--- src/sv/tstq_pkg.sv ---
package tstq_pkg;

  // Fixed field widths of the stream payloads.
  localparam int TIME_W = 48;
  localparam int VAL_W  = 32;
  localparam int FIDX_W = 11;
  localparam int SUM_W  = 48;
  localparam int STAT_W = 2;
  localparam int REQ_W  = 2;

  // Bit offsets inside the slave-side tdata.
  localparam int OFS_SAMPLE_TIME  = 0;
  localparam int OFS_SAMPLE_VALUE = OFS_SAMPLE_TIME + TIME_W;
  localparam int OFS_QUERY_START  = OFS_SAMPLE_VALUE + VAL_W;
  localparam int OFS_QUERY_END    = OFS_QUERY_START + TIME_W;
  localparam int S_DATA_W         = ((OFS_QUERY_END + TIME_W + 7) / 8) * 8;
  localparam int S_USER_W         = REQ_W + 1;

  // Bit offsets inside the master-side tdata.
  localparam int OFS_FOUND_INDEX = 0;
  localparam int OFS_FOUND_VALUE = OFS_FOUND_INDEX + FIDX_W;
  localparam int OFS_WINDOW_SUM  = OFS_FOUND_VALUE + VAL_W;
  localparam int M_DATA_USED     = OFS_WINDOW_SUM + SUM_W;
  localparam int M_DATA_W        = ((M_DATA_USED + 7) / 8) * 8;

  localparam logic [REQ_W-1:0] REQ_LOAD   = 2'd0;
  localparam logic [REQ_W-1:0] REQ_LOOKUP = 2'd1;
  localparam logic [REQ_W-1:0] REQ_WINDOW = 2'd2;

  localparam logic [STAT_W-1:0] ST_OK      = 2'd0;
  localparam logic [STAT_W-1:0] ST_OUTSIDE = 2'd1;
  localparam logic [STAT_W-1:0] ST_FEW     = 2'd2;
  localparam logic [STAT_W-1:0] ST_FULL    = 2'd3;

  localparam logic [SUM_W-1:0] SUM_MAX = {1'b0, {(SUM_W-1){1'b1}}};
  localparam logic [SUM_W-1:0] SUM_MIN = {1'b1, {(SUM_W-1){1'b0}}};

  // Datapath operations issued by the controller, one per cycle.
  typedef enum logic [4:0] {
    OP_NONE,
    OP_CAPTURE,
    OP_LOAD,
    OP_BAD_TYPE,
    OP_FEW,
    OP_RD_FIRST,
    OP_RD_LAST,
    OP_PROBE,
    OP_STEP,
    OP_CLAMP,
    OP_FIX_UP,
    OP_FIX_DN,
    OP_MISS_LOOKUP,
    OP_MISS_WINDOW,
    OP_FOUND,
    OP_ACCUM,
    OP_EMIT
  } op_t;

  // Status returned by the datapath to the controller.
  typedef struct packed {
    logic is_load;
    logic is_lookup;
    logic is_window;
    logic few;
    logic t_ge_pos;
    logic t_le_pos;
    logic more;
    logic sum_go;
  } flags_t;

endpackage

--- src/sv/tstq_ctrl.sv ---
module tstq_ctrl (
  input  logic            clk,
  input  logic            rst,
  input  logic            s_tvalid,
  output logic            s_tready,
  output logic            m_tvalid,
  input  logic            m_tready,
  input  tstq_pkg::flags_t flags,
  output tstq_pkg::op_t   op
);

  typedef enum logic [17:0] {
    S_IDLE = 18'h00001,
    S_DEC  = 18'h00002,
    S_W0   = 18'h00004,
    S_C0   = 18'h00008,
    S_W1   = 18'h00010,
    S_C1   = 18'h00020,
    S_WS   = 18'h00040,
    S_CS   = 18'h00080,
    S_CL   = 18'h00100,
    S_WA   = 18'h00200,
    S_CA   = 18'h00400,
    S_WB   = 18'h00800,
    S_CB   = 18'h01000,
    S_WV   = 18'h02000,
    S_CV   = 18'h04000,
    S_SL   = 18'h08000,
    S_WL   = 18'h10000,
    S_DONE = 18'h20000
  } state_t;

  state_t state, state_next;
  logic   out_valid;
  logic   out_free;

  assign s_tready = (state == S_IDLE);
  assign m_tvalid = out_valid;
  assign out_free = !out_valid || m_tready;

  always_comb begin
    state_next = state;
    op         = tstq_pkg::OP_NONE;
    case (state)
      S_IDLE: begin
        if (s_tvalid) begin
          op         = tstq_pkg::OP_CAPTURE;
          state_next = S_DEC;
        end
      end
      S_DEC: begin
        if (flags.is_load) begin
          op         = tstq_pkg::OP_LOAD;
          state_next = S_DONE;
        end else if (!flags.is_lookup && !flags.is_window) begin
          op         = tstq_pkg::OP_BAD_TYPE;
          state_next = S_DONE;
        end else if (flags.few) begin
          op         = tstq_pkg::OP_FEW;
          state_next = S_DONE;
        end else begin
          op         = tstq_pkg::OP_RD_FIRST;
          state_next = S_W0;
        end
      end
      S_W0: state_next = S_C0;
      S_C0, S_C1: begin
        if ((state == S_C0) ? flags.t_ge_pos : flags.t_le_pos) begin
          if (flags.is_lookup) begin
            op         = tstq_pkg::OP_MISS_LOOKUP;
            state_next = S_DONE;
          end else begin
            op         = tstq_pkg::OP_MISS_WINDOW;
            state_next = S_WV;
          end
        end else if (state == S_C0) begin
          op         = tstq_pkg::OP_RD_LAST;
          state_next = S_W1;
        end else begin
          op         = tstq_pkg::OP_PROBE;
          state_next = S_WS;
        end
      end
      S_W1: state_next = S_C1;
      S_WS: state_next = S_CS;
      S_CS: begin
        op         = tstq_pkg::OP_STEP;
        state_next = flags.more ? S_WS : S_CL;
      end
      S_CL: begin
        op         = tstq_pkg::OP_CLAMP;
        state_next = S_WA;
      end
      S_WA: state_next = S_CA;
      S_CA: begin
        op         = tstq_pkg::OP_FIX_UP;
        state_next = S_WB;
      end
      S_WB: state_next = S_CB;
      S_CB: begin
        op         = tstq_pkg::OP_FIX_DN;
        state_next = S_WV;
      end
      S_WV: state_next = S_CV;
      S_CV: begin
        op         = tstq_pkg::OP_FOUND;
        state_next = flags.is_lookup ? S_DONE : S_SL;
      end
      S_SL: begin
        if (flags.sum_go) begin
          op         = tstq_pkg::OP_ACCUM;
          state_next = S_WL;
        end else begin
          state_next = S_DONE;
        end
      end
      S_WL: state_next = S_SL;
      S_DONE: begin
        if (out_free) begin
          op         = tstq_pkg::OP_EMIT;
          state_next = S_IDLE;
        end
      end
      default: state_next = S_IDLE;
    endcase
  end

  always_ff @(posedge clk) begin
    if (rst) begin
      state     <= S_IDLE;
      out_valid <= 1'b0;
    end else begin
      state <= state_next;
      if (op == tstq_pkg::OP_EMIT) begin
        out_valid <= 1'b1;
      end else if (m_tready) begin
        out_valid <= 1'b0;
      end
    end
  end

endmodule

--- config.mk ---
export PLATFORM = sky130hd
export DESIGN_NAME = tstq_ctrl
export DESIGN_NICKNAME = d
export VERILOG_FILES = /design/src/sv/tstq_pkg.sv /design/src/sv/tstq_ctrl.sv
export SDC_FILE = /design/constraint.sdc
export NUM_CORES = 1
export LEC_CHECK = 0
export BUFFER_PORTS_ARGS = -buffer_cell sky130_fd_sc_hd__buf_2
export CORE_AREA = 10 10 58 60
export CTS_CLUSTER_SIZE = 8
export DETAILED_ROUTE_END_ITERATION = 8
export DIE_AREA = 0 0 68 70
export GPL_ROUTABILITY_DRIVEN = 0
export PLACE_DENSITY_LB_ADDON = 0.25
export RECOVER_POWER = 50
export SLEW_MARGIN = 20
export SYNTH_ARGS = -nofsm -noshare
export SYNTH_HDL_FRONTEND = slang
export SYNTH_SLANG_ARGS = --single-unit
--- constraint.sdc ---
create_clock -name clk -period 3.7 [get_ports clk]
set_clock_uncertainty 0.2 [all_clocks]
set_input_delay 0.74 -clock clk [delete_from_list [all_inputs] [get_ports clk]]
set_output_delay 0.74 -clock clk [all_outputs]
set_load 0.1 [all_outputs]
Yosys cells after proc, flatten, opt, wreduce, memory -nomap -nowiden:

Index checks and enable logic that the tools add are counted.
W data, S select, Z words.

* muxes and demuxes: 25
* reduce and logical (&&, ||, !) cells: 8
* eq/ne operators: 21

Operator list (number)
* $pmux W18 S17: 1
* $mux W18: 9
* $pmux W5 S10: 1
* $eq A18 B1 Y1 const B: 1
* $eq A18 B10 Y1 const B: 1
* $eq A18 B11 Y1 const B: 1
* $eq A18 B12 Y1 const B: 1
* $eq A18 B13 Y1 const B: 1
* $eq A18 B14 Y1 const B: 1
* $eq A18 B15 Y1 const B: 1
* $eq A18 B16 Y1 const B: 1
* $eq A18 B17 Y1 const B: 1
* $eq A18 B18 Y1 const B: 1
* $eq A18 B2 Y1 const B: 1
* $eq A18 B3 Y1 const B: 1
* $eq A18 B4 Y1 const B: 1
* $eq A18 B5 Y1 const B: 1
* $eq A18 B6 Y1 const B: 1
* $eq A18 B7 Y1 const B: 1
* $eq A18 B8 Y1 const B: 1
* $eq A18 B9 Y1 const B: 1
* $mux W5: 2
* $mux W9: 1
* $mux W1: 7
* other kinds (11): 15

* bits in registers: 19
* word-level logic and storage cells: 56
* input bits: 12

Logic depth before layout (Yosys ltp):

* word-level depth: 7
* depth in mapped cells: 8

Worst setup path before layout:

Ideal clock, no wire load.

* kind: register to output
* from: reg state[12]
* to: out op[2]
* path slack: -0.354 ns
* required time: 2.760 ns
* data arrival time: 3.114 ns
* cell stages (with the launch flop): 7
* path buffers: 2
* cell sequence: dfxtp_1 -> clkbuf_1 -> or4_1 -> clkbuf_1 -> nor4_1 -> nand4b_1 -> o211ai_1

* longest elaborated chain between the ends: 3

RTL lines
* start: declaration: RTL line tstq_ctrl.sv:33 `state_t state, state_next;`
* start signal: assignment: RTL line tstq_ctrl.sv:133 `state <= state_next;`
* $eq A18 B4 Y1 or $eq A18 B6 Y1 (tied branches): RTL line tstq_ctrl.sv:44, tstq_ctrl.sv:68
* $reduce_or A2 Y1: RTL line tstq_ctrl.sv:44 `case (state)`
* $pmux W5 S10 (*): RTL line tstq_ctrl.sv:44
* end: declaration: RTL line tstq_ctrl.sv:9 `output tstq_pkg::op_t op`

Every way passes the cells marked *; elsewhere a longest branch is shown, timed or not.

Worst setup path in the final report:

* from: reg state[8]
* to: out op[2]

The elaborated chain is that of the path after synthesis.

==> impl_summary.md <==
Detailed routing
The residual DRC count is 0. In the final routed layout, each cell accounts on average for roughly 18 um. The starting DRC count in detailed routing is 140. For this block, the via count after detailed routing is 1,214. Wires add up to 3470 um. In the routed layout, each cell is associated on average with a via count of 6.23. The detail route stage leaves a number of antenna-violating nets equal to 0. The first detailed-routing pass took 4 iterations.

Die
In this run the horizontal extent of the chip is 68 um. The count of standard-cell rows is 18. In this run the count of I/O pins placed on the die edge is 19. The floorplan step set the die height to about 70 um. The initial utilization of the core area, before any placement, comes to 51.3%. The placeable core region is 2340 um2. The die area is 4760 um2.

Clock tree
The clock tree from TritonCTS is built. The clock root buffer is clkbuf_4. The clock reaches the later pin of the worst-skew pair after roughly 0.29 ns. Buffers inserted to repair hold after CTS numbered 0. In this run the number of H-tree levels came out at 1. The clock net in this run drives a total of 19 sinks.

The maximum buffer depth of the clock tree is 2. The clock slew at the register clock pins of the worst setup and hold paths is 0.12 ns. The number of buffers inserted during clock tree synthesis is 3.

Logic synthesis
Counting distinct cell types in the post-synthesis netlist gives 42. In this run, synthesis inferred 0 flip-flops with an integrated enable. The post-synthesis async set-or-reset flop share is 0%. Synthesis inferred 19 register bits. The share of the Yosys chip area taken by registers is roughly a third. Ranked by total cell area, the synthesized netlist is headed by dfxtp_1 32%, nor2_1 5.9%, nor4_1 4.7%. The most used flip-flop cell after synthesis is dfxtp_1. The synthesized net count is 159. The total standard cell area after synthesis is around 1200 um2. Each instance of the synthesized netlist takes up on average 8.17 um2. The largest area contributor in the synthesized netlist is dfxtp_1. The post-synthesis instance total is 147. In this run the biggest area consumer among cell types represents 31.7% of the synthesized area.

The yosys synthesis warning count is 0.

Timing
The portion of the clock cycle consumed by the worst path in the final layout is 98.5%. The number of pins exceeding their max-slew limit in the final report is 0. The count of final hold-check violations came to 0.

The worst pin sits at a relative slew slack of 22.8%. The shortest period the worst path allows is around 3.6 ns. The maximum operating frequency is about 0.27 GHz. The measured slew at the worst slew-check pin is 1.16 ns. The worst hold slack is between 0.3 and 0.4 ns. The count of endpoints failing setup in the final report is 0.

GRT
Entering global routing, the biggest net connects 19 pins. The first global-routing pass estimated 5870 um of wire. Across every metal layer, demand over resource in global routing totals 15.0%.

The total grt overflow is 0. The number of antenna violations at the first check in global routing was 0. The via count of the first global-routing pass is 1,232.

Worst setup path
For the worst setup path, the data arrival time is roughly 2.7 ns. The highest fanout seen on the critical path is 5. The worst setup path is launched from a flip-flop.

The endpoint class of the critical path is an output pin. The source of the worst register-to-register timing path is state[8]. The critical path starts at state[8]. For the worst setup path, the data required time is ~2.8 ns. The worst setup path is of the flip-flop to output pin kind.

Final layout
The share of the core filled with cells is 62.3%. The final antenna diode count is 0. The final net count is 178. In the final layout, the share of cells above drive strength 1 is 24.8%.

Summing all non-filler instances in the final layout gives an area of roughly 1500 um2. Relative to the synthesized area, the layout overhead comes to 21.5%.

Worst hold path
The kind of path behind the tightest hold check is flip-flop to flip-flop. The worst hold path begins at m_tvalid.

Power and ir drop
The post-layout total power is 414 uW. The cell leakage power is ~0.00059 uW. The worst voltage drop across the vdd grid is between 200 and 250 uV. The power per cell area is 284 nW/um2.

Run
Max-cap violations in this run came to 0.

Placed design
The final HPWL from detailed placement is around 2600 um. The post-detailed-placement cell area is 1370 um2. The count of buffers inserted at the top-level ports is 18.

Outcome
The flow ran to the end, and the final reports show no timing, DRC or antenna violations.
==> power by group <==
group | total [uW] | internal (uW) | switching, uW
registers | 212 | 208 | 4.75
logic | 94.5 | 33.6 | 60.9
clock network | 107 | 40.1 | 67.0
total | 414 | 281 | 133
==> Yosys cell counts (2+ instances only) <==
library cell  count
dfxtp_1          19
nor2_1           19
nor4_1            9
a21oi_1           7
clkbuf_1          7
nor2b_1           6
nand2_1           5
nand3_1           5
nor3b_1           5
nor4b_1           5
nor3_1            4
or4_4             4
and3_1            3
and4b_1           3
inv_1             3
nand2b_1          3
nand4b_1          3
or3_1             3
a21o_1            2
and4_1            2
buf_6             2
mux2i_1           2
nand3b_1          2
o211ai_1          2
o21ai_0           2
or4_1             2
or4b_2            2
xor2_1            2
==> final timing paths <==
kind                                 end  slack [ns]  cells after the start
worst max-delay path               op[2]        0.05                      5
worst min-delay path            m_tvalid        0.35                      2
worst max register to register  state[0]        1.29                      6
worst min register to register  m_tvalid        0.35                      2
==> sequential cells by signal (all words and copies together), names as in the netlist <==
register,flops
m_tvalid,1
state,18
==> layout by cell type, fill, tap and decap left out, drive strengths merged, types with 4 or more instances in the layout <==
master	n
nor4b	5
nor3b	5
a21oi	7
dfxtp	19
nor3	4
nand2	5
nor2	19
buf	20
nor2b	6
nor4	9
or4	6
nand3	5
clkbuf	6
==> through the flow <==
stage	TNS, ns	worst slack (ns)	std cells
finish	0	0.0540	195
global route	-0.00987	-0.00987	195
CTS	0	0.0124	192
detailed placement	0	0.360	188
global placement	0	0.390	188
floorplan	-0.199	-0.199	147
==> per-layer routing <==
layer / routed length (um) / vias up / track usage [%]
met5: 0 / - / 0
met4: 39 / 0 / 3.58
met3: 325 / 4 / 3.51
met2: 1650 / 53 / 23.1
met1: 1460 / 562 / 20.3
li1: - / 595 / -
==> final cells by class <==
type                       instances  area, um2
multi-input combinational        116        810
timing repair buffer              23        188
inverter                           3       11.3
sequential                        19        385
clock buffer                       3       22.5
clock inverter                     1       5.00
fill                             212        883
tap                               30       37.5
==> critical path, cell delays in order, from the launching register on <==
cell	delay, ns
dfxtp_2	0.36
or4_4	0.56
or4_4	0.57
or4_4	0.50
o211ai_1	0.16
clkbuf_16	0.26
==> logic make-up after synthesis <==
logic type | synth area share (%)
AOI/OAI and AO/OA | 13.5
DFF | 31.7
and+or+nand+nor | 46.7
muxes | 1.67
buffers and inverters | 5.00
xor gates and xnor gates | 1.46
==> repair_timing <==
item | CTS | global route
gates resized for setup | 0 | 10
buffers inserted | 0 | 3
setup endpoints to repair | 0 | 4
Note: power is estimated with default switching activity, not from simulation.
